`config.mk`:
```
export PLATFORM = sky130hd
export DESIGN_NAME = vnr_front
export DESIGN_NICKNAME = d
export VERILOG_FILES = /design/src/rtl/vnr_pkg.sv /design/src/rtl/vnr_front.sv
export SDC_FILE = /design/constraint.sdc
export NUM_CORES = 1
export LEC_CHECK = 0
export BUFFER_PORTS_ARGS = -buffer_cell sky130_fd_sc_hd__clkbuf_2
export CAP_MARGIN = 20
export CORE_MARGIN = 2
export CORE_UTILIZATION = 32
export DETAILED_ROUTE_END_ITERATION = 12
export PLACE_DENSITY = 0.71
export SLEW_MARGIN = 20
export SYNTH_ARGS = -nofsm -noshare
export SYNTH_HDL_FRONTEND = slang
export SYNTH_SLANG_ARGS = --single-unit
```
`constraint.sdc`:
```
create_clock -name vclk -period 2.7
set_clock_uncertainty 0.15 [all_clocks]
set_input_delay 0.27 -clock vclk [all_inputs]
set_output_delay 0.27 -clock vclk [all_outputs]
set_load 0.1 [all_outputs]
```
`src/rtl/vnr_pkg.sv`:
```
`default_nettype none
package vnr_pkg;

  // configuration register indexes
  localparam logic [2:0] REG_SRC_X = 3'd0;
  localparam logic [2:0] REG_SRC_Y = 3'd1;
  localparam logic [2:0] REG_SRC_Z = 3'd2;
  localparam logic [2:0] REG_DST_X = 3'd3;
  localparam logic [2:0] REG_DST_Y = 3'd4;
  localparam logic [2:0] REG_DST_Z = 3'd5;

  localparam int unsigned SRC_REG_BITS = 6;
  localparam int unsigned DST_REG_BITS = 13;
  localparam int unsigned CFG_DATA_BITS = 13;
  localparam int unsigned COORD_BITS = 12;
  localparam int unsigned VOXEL_BITS = 8;
  localparam int unsigned NUM_AXES = 3;

  localparam logic [SRC_REG_BITS-1:0] SRC_RESET = 6'd32;
  localparam logic [DST_REG_BITS-1:0] DST_RESET = 13'd32;

  typedef enum logic {
    ACT_STORE = 1'b0,
    ACT_READ  = 1'b1
  } action_e;

  typedef enum logic [1:0] {
    KIND_STORE     = 2'd0,
    KIND_READ      = 2'd1,
    KIND_RANGE_ERR = 2'd2
  } kind_e;

  typedef struct packed {
    logic                  action;
    logic [COORD_BITS-1:0] coord_x;
    logic [COORD_BITS-1:0] coord_y;
    logic [COORD_BITS-1:0] coord_z;
    logic [VOXEL_BITS-1:0] voxel_in;
  } item_t;

  typedef struct packed {
    logic [VOXEL_BITS-1:0] voxel_out;
    logic                  range_error;
  } result_t;

  // classified operation between front and back
  typedef struct packed {
    kind_e                                     kind;
    logic [NUM_AXES-1:0][COORD_BITS-1:0]       coord;
    logic [NUM_AXES-1:0][SRC_REG_BITS-1:0]     src_size;
    logic [VOXEL_BITS-1:0]                     data;
  } op_t;

endpackage
`default_nettype wire

```
`src/rtl/vnr_front.sv`:
```
`default_nettype none
module vnr_front #(
  parameter int unsigned MAX_SIDE       = 32,
  parameter int unsigned DST_COORD_BITS = 12
) (
  input  wire logic                                                       push_i,
  input  wire vnr_pkg::item_t                                             item_i,
  input  wire logic [vnr_pkg::NUM_AXES-1:0][vnr_pkg::SRC_REG_BITS-1:0]    src_reg_i,
  input  wire logic [vnr_pkg::NUM_AXES-1:0][vnr_pkg::DST_REG_BITS-1:0]    dst_reg_i,
  input  wire logic                                                       q_full_i,
  output logic                                                            q_push_o,
  output vnr_pkg::op_t                                                    op_o
);
  import vnr_pkg::*;

  localparam logic [COORD_BITS-1:0] CMASK = (DST_COORD_BITS >= COORD_BITS) ? '1 :
      COORD_BITS'((1 << DST_COORD_BITS) - 1);

  logic [NUM_AXES-1:0][COORD_BITS-1:0]   crd;
  logic [NUM_AXES-1:0][SRC_REG_BITS-1:0] eff;
  logic in_src, in_dst;

  always_comb begin
    crd[0] = item_i.coord_x & CMASK;
    crd[1] = item_i.coord_y & CMASK;
    crd[2] = item_i.coord_z & CMASK;
    in_src = 1'b1;
    in_dst = 1'b1;
    for (int a = 0; a < NUM_AXES; a++) begin
      // clamp source size to 1..MAX_SIDE
      if (src_reg_i[a] == '0) begin
        eff[a] = SRC_REG_BITS'(1);
      end else if (MAX_SIDE < 64 && int'(src_reg_i[a]) > MAX_SIDE) begin
        eff[a] = SRC_REG_BITS'(MAX_SIDE);
      end else begin
        eff[a] = src_reg_i[a];
      end
      if (crd[a] >= COORD_BITS'(eff[a])) in_src = 1'b0;
      if (DST_REG_BITS'(crd[a]) >= dst_reg_i[a]) in_dst = 1'b0;
    end

    op_o.coord    = crd;
    op_o.src_size = eff;
    op_o.data     = item_i.voxel_in;
    if (item_i.action == ACT_STORE) begin
      op_o.kind = KIND_STORE;
    end else if (in_dst) begin
      op_o.kind = KIND_READ;
    end else begin
      op_o.kind = KIND_RANGE_ERR;
    end
    // stores outside the source volume are dropped here
    q_push_o = push_i && !q_full_i && ((item_i.action != ACT_STORE) || in_src);
  end
endmodule
`default_nettype wire

```
==> impl_metrics.tcl <==
set metrics [dict create \
    status "complete, but fails checks" \
    violations "negative setup slack" \
    core_um2 5470 \
    synth_area_um2 1810 \
    antenna_left 0 \
    numPlacedInstances 443 \
    max_freq_ghz 0.363 \
    p_clk_share_pct 0 \
    relSlewSlack_pct 62.1 \
    final_max_slew_viol_count 0 \
    switchingPower_mw 0.535 \
    nClkBuffers 0 \
    antennaDiodeCount 0 \
    synthAdderAreaFrac_pct 37.3 \
    synthMuxAreaShare_pct 0 \
    fin_cells 454 \
    synth_nets 410 \
    drive_above_1_share_pct 52.9 \
    grt_pass1_wl_um 8680 \
    areaGrowthSynthToFinish_pct 51.0 \
    io_buffers 153 \
    dr_total_vias 2096 \
    ys_warn_count 0 \
    drc_errors 0 \
    via_per_inst 4.62 \
    hold_class "in2out" \
    synth_top_family_by_area "adder cells" \
    netlist.area_leader.share_pct 37.3 \
    io_pins 169 \
    grt_usage_pct 16.7 \
    fp.dieH_um 79.2 \
    dp_hpwl_um 5180 \
    synth-simple-area-share_pct 18.3 \
    timing.hold.ws_ns 0.390 \
    holdBufCountCts 0 \
    setup_viol 1 \
    yosys.area.top_type "ha_1" \
    place_congestion 0.834 \
    synth_xor_area_share_pct 0 \
    synth.distinct_cells 29 \
    nets 542 \
    cellPowerDensity_nw_per_um2 279 \
    setup_ws_ns -0.0553 \
    sequential_cell_total 0 \
    period_share_pct 102 \
    pwr-share-seq_pct 0 \
    design.die.area_um2 6270 \
    grt_setup_unrepaired "yes" \
    ff_latch_area_um2 0 \
    p_sw_share_pct 70.2 \
    drt_iter0_drc 30 \
    overflow 0 \
    startpoint_type "input pin" \
    synth_top_cells_by_count "ha_1, inv_1, buf_4" \
    arrival_ns 2.34 \
    rows 27 \
    syn_inst 252 \
    grt_max_degree 6 \
    synth_compound_area_share_pct 14.7 \
    crit_required_ns 2.28 \
    wl_per_cell_um 12.4 \
    yosysMostFrequentCell "ha_1" \
    drt_pass1_iterations 4 \
    die_x_um 79.2 \
    p_leak_nw 1.71 \
    p_int_mw 0.227 \
    ys_seq_area_share_pct 0 \
    end_kind "primary output" \
    fin_crit_ns 2.76 \
    ir_drop_v 0.000169 \
    final_hold_viol_count 0 \
    tightest_slew_ns 0.570 \
    crit_path_max_fanout 2 \
    drt_wl_total_um 5620 \
    grt_pass1_vias 2017 \
    drv_cap 0 \
    synth.area.top_cells "ha_1, buf_4, inv_1" \
    crit_type "in2out" \
    syn_avg_cell_area_um2 7.18 \
    start_util_pct 33.1 \
    pre_cts_ws_ns -0.0976 \
    p_comb_share_pct 100.0 \
    antenna_found_initial 0 \
]
==> metal layers <==
layer  wire, um  vias up  part of all wire, %  GRT usage [%]
li1           -     1096                    -              -
met1       2390      929                   42           20.5
met2       2910       67                   52           32.2
met3        285        4                  5.1          0.909
met4         38        0                 0.68           2.41
met5          0        -                    0              0
==> cell families after synthesis <==
group | count (synthesis)
and+or+nand+nor | 63
AOI/OAI and AO/OA | 36
adders and majority gates | 54
buffers and inverters | 99
==> power by group through the flow <==
stage	registers, mW	clock network [mW]	logic, mW
detailed placement	0	0	0.734
global route	0	0	0.813
CTS	0	0	0.755
finish	0	0	0.762
floorplan	0	0	0.616
global placement	0	0	0.723
==> per-stage QoR <==
| stage | area [um2] | utilization (%) | power (mW) | setup TNS (ns) |
|---|---|---|---|---|
| global route | 2730 | 49.9 | 0.813 | -0.146 |
| floorplan | 1920 | - | 0.616 | -0.833 |
| global placement | 2580 | 47.2 | 0.723 | -0.0315 |
| CTS | 2690 | 49.2 | 0.755 | -0.0368 |
| finish | 2730 | 49.9 | 0.762 | -0.0553 |
| detailed placement | 2580 | 47.2 | 0.734 | -0.0976 |
==> path summary, 6_finish.rpt <==
check / from / endpoint / slack (ns) / cells past startpoint
hold / removal: item_i[4] / op_o[4] / 0.39 / 0
setup / recovery: src_reg_i[13] / q_push_o / -0.06 / 12
==> what timing repair did <==
action                                  in CTS  in global routing
buffers inserted                            11                  0
pin swaps                                   11                 11
gates cloned                                 0                  0
gates resized for setup                      3                  9
endpoints found under the setup margin       1                  4
==> critical path, cell delays in order <==
cell       delay (ns)
clkbuf_2         0.11
nor4_4           0.28
nor2_2           0.07
nor2_4           0.14
ha_4             0.21
nand2b_4         0.13
a21o_1           0.14
a211o_1          0.28
o2111ai_2        0.08
a41oi_2          0.16
nor3b_4          0.25
buf_12           0.20
==> placed cells by master, fill, tap and decap left out, types with 6 or more instances in the layout <==
cell and n:
buf_4 24, inv_1 51, ha_1 53, nand3_1 6
a21oi_1 12, nor4_1 6, nand2_1 17, clkbuf_2 148
==> area by class of cell <==
cell class	instances	area, um2
fillers	559	2740
well taps	72	90.1
repair buffers	177	1000
multi-input cells	153	1450
inverters	52	195
(Power assumes the default switching activity.)
