==> config.mk <==
export PLATFORM = sky130hd
export DESIGN_NAME = vnr_fifo
export DESIGN_NICKNAME = d
export VERILOG_FILES = /design/src/rtl/vnr_fifo.sv
export SDC_FILE = /design/constraint.sdc
export NUM_CORES = 1
export LEC_CHECK = 0
export ABC_AREA = 1
export BUFFER_PORTS_ARGS = -buffer_cell sky130_fd_sc_hd__buf_4
export CAP_MARGIN = 20
export CORE_MARGIN = 3
export CORE_UTILIZATION = 51
export CTS_CLUSTER_SIZE = 40
export DETAILED_ROUTE_END_ITERATION = 7
export GPL_ROUTABILITY_DRIVEN = 0
export HOLD_SLACK_MARGIN = 0.15
export PLACE_DENSITY = 0.74
export SYNTH_ARGS = -nofsm -noshare
export SYNTH_HDL_FRONTEND = slang
export SYNTH_SLANG_ARGS = --single-unit
==> constraint.sdc <==
create_clock -name clk_i -period 1.75 [get_ports clk_i]
set_clock_uncertainty 0.15 [all_clocks]
set_input_delay 0.2625 -clock clk_i [delete_from_list [all_inputs] [get_ports clk_i]]
set_output_delay 0.2625 -clock clk_i [all_outputs]
set_load 0.02 [all_outputs]
==> src/rtl/vnr_fifo.sv <==
`default_nettype none
module vnr_fifo #(
  parameter int unsigned WIDTH = 8,
  parameter int unsigned DEPTH = 4
) (
  input  wire logic             clk_i,
  input  wire logic             rst_ni,
  input  wire logic             push_i,
  input  wire logic [WIDTH-1:0] wdata_i,
  input  wire logic             pop_i,
  output logic      [WIDTH-1:0] rdata_o,
  output logic                  full_o,
  output logic                  empty_o
);
  localparam int unsigned PW = (DEPTH > 1) ? $clog2(DEPTH) : 1;
  localparam int unsigned CW = $clog2(DEPTH + 1);

  logic [WIDTH-1:0] buf_q [DEPTH];
  logic [PW-1:0] wr_q, wr_d, rd_q, rd_d;
  logic [CW-1:0] cnt_q, cnt_d;
  logic do_push, do_pop;

  assign full_o  = (cnt_q == CW'(DEPTH));
  assign empty_o = (cnt_q == '0);
  assign do_push = push_i && !full_o;
  assign do_pop  = pop_i && !empty_o;
  assign rdata_o = buf_q[rd_q];

  always_comb begin
    wr_d  = wr_q;
    rd_d  = rd_q;
    cnt_d = cnt_q;
    if (do_push) begin
      wr_d = (wr_q == PW'(DEPTH - 1)) ? '0 : wr_q + 1'b1;
    end
    if (do_pop) begin
      rd_d = (rd_q == PW'(DEPTH - 1)) ? '0 : rd_q + 1'b1;
    end
    if (do_push && !do_pop) begin
      cnt_d = cnt_q + 1'b1;
    end else if (do_pop && !do_push) begin
      cnt_d = cnt_q - 1'b1;
    end
  end

  always_ff @(posedge clk_i or negedge rst_ni) begin
    if (!rst_ni) begin
      wr_q  <= '0;
      rd_q  <= '0;
      cnt_q <= '0;
    end else begin
      wr_q  <= wr_d;
      rd_q  <= rd_d;
      cnt_q <= cnt_d;
    end
  end

  always_ff @(posedge clk_i) begin
    if (do_push) begin
      buf_q[wr_q] <= wdata_i;
    end
  end
endmodule
`default_nettype wire

==> reports/qor.txt, run 1 <==
Final min period: 1.786 ns
initial antenna violation count: 0
setup TNS: -0.07997 ns
Die Width: 64.73 um
via-per-instance ratio: 4.835
dpl hpwl: 2.088 mm
CTS Buf Count: 5
Max-slew headroom: 76.77%
RSZ-0062 raised after global routing: true
clock slew at reported path FFs: 0.11 ns
port bufs: 21
Core Box Area: 3178 um2
Setup-failing EPs final: 4
met2 track utilization from global routing: 29.25%
routed len/inst: 13.01 um
Syn Std Cell Area: 1759 um2
CP Data Required Time: 1.84 ns
Setup crit end kind: register
pre-CTS setup slack: -0.06834 ns
Clk Latency, worst-skew pair: 0.33 ns
GRT met1 Usage: 20.51%
Layout Utilization: 73.11%
Die Area: 4190 um2
Setup WS post-layout: -0.03635 ns
area occupied by registers: 1136 um2
Critical Path AT: 1.87 ns
Slew Limit Fails: 0
flops & latches, synth: 39
total power: 3.840 mW
mean post-synth cell area: 11.42 um2
Max Cap Viol: 0
gr ovfl total: 0
Root Buffer: clkbuf_4
P_leak: 1.031 nW
placed instance count: 225
fin cells: 249
Worst-Margin Slew: 0.3473 ns
design area: 2323 um2
Post-layout nets: 223
critical path class: reg -> reg
TritonRoute pass-1 iters: 4
most frequent cells in the layout: 35 x nand2_1, 32 x edfxtp_1, 26 x buf_4
area grow syn2layout: 32.08%
warnings from Yosys: 0
failing checks: setup timing
Pwr Density: 1653 nW/um2
status: finished with violations
final WL: 3.239 mm
syn nets: 173
worst vdd ir: 0.9092 mV
hold slack: 0.4004 ns
via count: 1204
# fillers: 237
most used routing layer: met2
global-route wire length before repair: 5.250 mm
# IOs: 22
commonest non-fill, non-tap cell in the layout: nand2_1
initial drt markers: 35
Yosys cell types: 16
max frequency: 0.5598 GHz
sequential area share after synthesis: 64.58%
Tot GR Track Use: 17.12%
Antenna diodes: 0
met3 GRT Util: 5.373%
footprint of the multi-input gates: 496.7 um2
Hold Crit Class: reg -> reg
DRC violations left: 0
CP max FO: 3
Mapped Cells: 154
H-tree depth: 2
TritonCTS clock tree: done
Sink Count: 39
fraction of layout cells with a size suffix above 1: 29.27%
post-route ant nets: 0
number of global-route vias before repair: 1173
Die Ht: 64.73 um
largest net degree at the start of global routing: 36
final critical-path share of the clock period: 102.1%
Max clock buf depth: 2
Initial Util: 55.35%
final hold violation count: 0
startpoint types: register
Row Count: 20
Area after DPL: 2026 um2
-- repair_timing --
| item | in CTS | in global routing |
|---|---|---|
| setup buffers | 1 | 3 |
| gates resized for setup | 12 | 10 |
| hold endpoints to repair | 43 | 0 |
| setup endpoints to repair | 10 | 12 |
| pin swaps | 1 | 20 |
| hold buffers | 12 | 0 |
-- layer usage --
metal / share of wire [%] / wire length [um] / vias to the layer above
met5: 0 / 0 / -
met4: 1.4 / 44 / 0
met3: 3.4 / 109 / 5
met2: 55 / 1768 / 16
met1: 41 / 1317 / 578
li1: - / - / 605
-- critical path, cell delays in order (launching register included) --
cell and delay, ns:
dfrtp_1 0.41, inv_2 0.10, nand3_4 0.10, nand2_4 0.10
ha_4 0.15, inv_4 0.04, fa_2 0.38, nand2_2 0.09
nand3_2 0.06, nand2_1 0.06, nand2_1 0.05
-- report_power, final --
group / internal (mW) / total, mW / switching, mW
logic: 0.871 / 1.93 / 1.06
registers: 1.25 / 1.34 / 0.0975
clock network: 0.294 / 0.568 / 0.274
total: 2.41 / 3.84 / 1.43
-- synthesized netlist by cell type --
cell      count  area [um2]
edfxtp_1     32       960.9
o21ai_0       1       5.000
dfrtp_1       7       175.2
o211ai_1     15       112.6
nand3_1       7       35.03
o211ai_2      1       12.51
nor2_1        6       22.52
buf_6         5       56.30
inv_1        31       116.4
ha_1          6       75.07
nand2_2       1       6.260
xnor2_1       1       8.760
nand2_1      38       142.6
inv_2         1       3.750
fa_1          1       20.02
nand4_1       1       6.260
-- logic make-up (layout without fill, tap and decap cells) --
group | Yosys count | count (layout) | synth area share [%]
simple gates | 53 | 53 | 12.09
xor+xnor | 1 | 1 | 0.4980
fa+ha+maj | 7 | 7 | 5.405
compound gates | 17 | 17 | 7.397
flops | 39 | 39 | 64.58
buf+inv | 37 | 88 | 10.03
-- final timing paths --
check | startpoint | endpoint | slack [ns] | depth (start not counted)
min | wr_q[1]$_DFFE_PN0P_ | wr_q[1]$_DFFE_PN0P_ | 0.40 | 2
min reg2reg | wr_q[1]$_DFFE_PN0P_ | wr_q[1]$_DFFE_PN0P_ | 0.40 | 2
max in group asynchronous | rst_ni | rd_q[0]$_DFFE_PN0P_ | 0.47 | 3
min in group asynchronous | rst_ni | cnt_q[0]$_DFFE_PN0P_ | 0.73 | 3
max | cnt_q[1]$_DFFE_PN0P_ | cnt_q[2]$_DFFE_PN0P_ | -0.04 | 10
max reg2reg | cnt_q[1]$_DFFE_PN0P_ | cnt_q[2]$_DFFE_PN0P_ | -0.04 | 10
-- cell type report --
| class | instances | share of cell area (%) |
|---|---|---|
| sequential | 39 | 48.90 |
| clock inverter | 3 | 1.669 |
| timing repair buffer | 48 | 18.79 |
| inverter | 32 | 5.277 |
| tap | 44 | 2.369 |
| multi-input combinational | 78 | 21.38 |
| clock buffer | 5 | 1.616 |
-- sequential cells by signal (all words and copies together) (netlist names) --
| name | count |
|---|---|
| rd_q | 2 |
| cnt_q | 3 |
| wr_q | 2 |
| buf_q | 32 |
No activity file was read; power rests on OpenSTA's default activity.
==> run 2: changes to the inputs <==
--- a/config.mk
+++ b/config.mk
@@ -7,14 +7,12 @@
 export LEC_CHECK = 0
 export ABC_AREA = 1
 export BUFFER_PORTS_ARGS = -buffer_cell sky130_fd_sc_hd__buf_4
-export CAP_MARGIN = 20
 export CORE_MARGIN = 3
-export CORE_UTILIZATION = 51
+export CORE_UTILIZATION = 40
 export CTS_CLUSTER_SIZE = 40
 export DETAILED_ROUTE_END_ITERATION = 7
 export GPL_ROUTABILITY_DRIVEN = 0
 export HOLD_SLACK_MARGIN = 0.15
-export PLACE_DENSITY = 0.74
 export SYNTH_ARGS = -nofsm -noshare
 export SYNTH_HDL_FRONTEND = slang
 export SYNTH_SLANG_ARGS = --single-unit
==> run 2 against run 1 <==
Against the previous run:
- the run still ends with setup timing left
- sequential power barely moved
- combinational power increased by 3%
- routed wire length is 4.5% higher
- clock power grew 2%
- cell area grew 1.8%
- fmax down 1.7%
- die area grew 25%
- power grew 1.7%
- first-iteration DRC count increased by 77%
- register-to-register slack lost 0.03 ns
- clock-buffer cell count did not move
- cell count is 5.2% higher
- critical endpoint unchanged
==> reports/qor.txt, run 2 (same netlist as run 1, synthesis figures left out) <==
dpl hpwl: 2.211 mm (was 2.088 mm)
crit-path max cell delay: 0.43 ns (was 0.41 ns)
CP dominant cell by count: nand2_2 (was nand2_1)
CTS Buf Count: 5 (unchanged)
clock share of power: 14.8% (about the same)
Antenna diodes: 0 (unchanged)
Die Width: 72.32 um (was 64.73 um)
Slew Limit Fails: 0 (unchanged)
CP max FO: 3 (unchanged)
largest net degree at the start of global routing: 36 (unchanged)
Max Cap Viol: 0 (unchanged)
Tot GR Track Use: 14.68% (was 17.12%)
Buf/Inv on CP: 2 (unchanged)
gr ovfl total: 0 (unchanged)
Max clock buf depth: 2 (unchanged)
Row Count: 23 (was 20)
Setup-failing EPs final: 1 (was 4)
Max-slew headroom: 88.19% (was 76.77%)
DRC violations left: 0 (unchanged)
R2R depth: 10 (unchanged)
Clk Latency, worst-skew pair: 0.28 ns (was 0.33 ns)
Switching Share: 38.04% (was 37.24%)
max frequency: 0.5502 GHz (was 0.5598 GHz)
status: finished with violations (unchanged)
global-route wire length before repair: 5.754 mm (was 5.250 mm)
Final min period: 1.817 ns (was 1.786 ns)
design area: 2365 um2 (was 2323 um2)
# IOs: 22 (unchanged)
final hold violation count: 0 (unchanged)
Die Ht: 72.32 um (was 64.73 um)
Worst R2R Setup Slack: -0.07 ns (was -0.04 ns)
port bufs: 21 (unchanged)
placed instance count: 232 (was 225)
Pwr Density: 1651 nW/um2 (was 1653 nW/um2)
Critical Path AT: 1.84 ns (was 1.87 ns)
top flop regs: buf_q (32), cnt_q (3) (unchanged)
worst vdd ir: 0.8898 mV (was 0.9092 mV)
Root Buffer: clkbuf_8 (was clkbuf_4)
pre-CTS setup slack: -0.1966 ns (was -0.06834 ns)
RR Startpoint: cnt_q[2]$_DFFE_PN0P_ (was cnt_q[1]$_DFFE_PN0P_)
routed len/inst: 12.92 um (was 13.01 um)
Largest Register: buf_q (unchanged)
number of global-route vias before repair: 1273 (was 1173)
net switching power: 1.485 mW (was 1.430 mW)
Crit path max-delay family: adder cells (unchanged)
Setup crit end kind: register (unchanged)
Reg-to-Reg End: cnt_q[2]$_DFFE_PN0P_ (unchanged)
final WL: 3.385 mm (was 3.239 mm)
via-per-instance ratio: 4.626 (was 4.835)
commonest non-fill, non-tap cell in the layout: buf_4 (was nand2_1)
# fillers: 364 (was 237)
initial antenna violation count: 0 (unchanged)
Post-layout nets: 230 (was 223)
combinational share of power: 50.6% (was 50.2%)
TritonRoute pass-1 iters: 4 (unchanged)
Area after DPL: 2041 um2 (was 2026 um2)
final critical-path share of the clock period: 103.9% (was 102.1%)
Die Area: 5229 um2 (was 4190 um2)
Cell Int Power: 2.420 mW (was 2.410 mW)
hold slack: 0.1771 ns (was 0.4004 ns)
Sink Count: 39 (unchanged)
area grow syn2layout: 34.42% (was 32.08%)
RSZ-0062 raised after global routing: true (unchanged)
Setup WS post-layout: -0.06745 ns (was -0.03635 ns)
initial drt markers: 62 (was 35)
fraction of layout cells with a size suffix above 1: 33.96% (was 29.27%)
Worst-Margin Slew: 0.1772 ns (was 0.3473 ns)
fin cells: 262 (was 249)
post-route ant nets: 0 (unchanged)
clock slew at reported path FFs: 0.07 ns (was 0.11 ns)
Core Box Area: 4115 um2 (was 3178 um2)
TritonCTS clock tree: done (unchanged)
Initial Util: 42.75% (was 55.35%)
via count: 1212 (was 1204)
H-tree depth: 2 (unchanged)
startpoint types: register (unchanged)
most frequent cells in the layout: 39 x buf_4, 34 x nand2_1, 32 x edfxtp_1 (was 35 x nand2_1, 32 x edfxtp_1, 26 x buf_4)
P_leak: 1.049 nW (was 1.031 nW)
max reg flops: 32 (unchanged)
critical path class: reg -> reg (unchanged)
CP Data Required Time: 1.77 ns (was 1.84 ns)
failing checks: setup timing (unchanged)
Max stage delay cell, worst path: dfrtp_1 (unchanged)
Hold Crit Class: in -> async (was reg -> reg)
part of the power in registers: 34.6% (was 35.0%)
CP Cell Sequence: inv_2 > nand3_2 > nand2_2 > ha_4 > inv_4 > fa_2 > nand2_2 > nand3_2 > nand2_2 > nand2_1 (was inv_2 > nand3_4 > nand2_4 > ha_4 > inv_4 > fa_2 > nand2_2 > nand3_2 > nand2_1 > nand2_1)
run 2: final cells by class:
class,instances,area [um2],area share [%]
repair buffers,55,467.9,19.79
multi-input cells,78,486.7,20.58
clock buffers,5,68.82,2.910
flip-flops and latches,39,1136,48.04
well taps,50,62.56,2.646
inverters,32,122.6,5.185
clock inverters,3,20.02,0.8466
run 2: worst reg2reg max path, cell delays in order (launching register included):
cell and delay, ns:
dfrtp_1 0.43, inv_2 0.09, nand3_2 0.08, nand2_2 0.11, ha_4 0.15, inv_4 0.03
fa_2 0.36, nand2_2 0.09, nand3_2 0.08, nand2_2 0.08, nand2_1 0.05
run 2: how the worst max path moves through the flow:
stage | slack [ns] | startpoint | cells after the start | endpoint
floorplan | -0.009 | cnt_q[0]$_DFFE_PN0P_ | 11 | cnt_q[2]$_DFFE_PN0P_
global placement | 0.02 | cnt_q[2]$_DFFE_PN0P_ | 10 | cnt_q[2]$_DFFE_PN0P_
detailed placement | -0.20 | cnt_q[2]$_DFFE_PN0P_ | 10 | cnt_q[2]$_DFFE_PN0P_
CTS | -0.03 | cnt_q[2]$_DFFE_PN0P_ | 10 | cnt_q[2]$_DFFE_PN0P_
global route | -0.14 | cnt_q[2]$_DFFE_PN0P_ | 10 | cnt_q[2]$_DFFE_PN0P_
finish | -0.07 | cnt_q[2]$_DFFE_PN0P_ | 10 | cnt_q[2]$_DFFE_PN0P_
run 2: per-stage QoR:
| stage | setup TNS [ns] | total power, mW | util, % |
|---|---|---|---|
| 2_1_floorplan | -0.01450 | 2.456 | - |
| 3_3_place_gp | 0 | 2.969 | 49.59 |
| 3_5_place_dp | -0.2314 | 3.054 | 49.59 |
| 4_1_cts | -0.03219 | 3.799 | 56.07 |
| 5_1_grt | -0.4446 | 4.241 | 57.46 |
| 6_report | -0.06745 | 3.905 | 57.46 |
run 2: power by group through the flow:
stage               clock [mW]  sequential [mW]  combinational (mW)
floorplan                    0             1.36                1.10
global placement             0             1.35                1.62
detailed placement           0             1.37                1.69
CTS                      0.601             1.34                1.85
global route             0.661             1.37                2.21
finish                   0.579             1.35                1.98
run 2: timing repair:
item,CTS,global route
hold endpoints to repair,43,0
gates resized for setup,7,11
buffers inserted,6,5
hold buffers,11,0
pin swaps,10,12
endpoints found under the setup margin,3,10
run 2: per-layer routing:
metal,vias to the layer above,part of all wire (%),track usage (%)
met4,0,0.86,3.758
met2,23,53,26.19
met1,565,43,17.59
met5,-,0,0
met3,4,3.2,3.740
li1,620,-,-
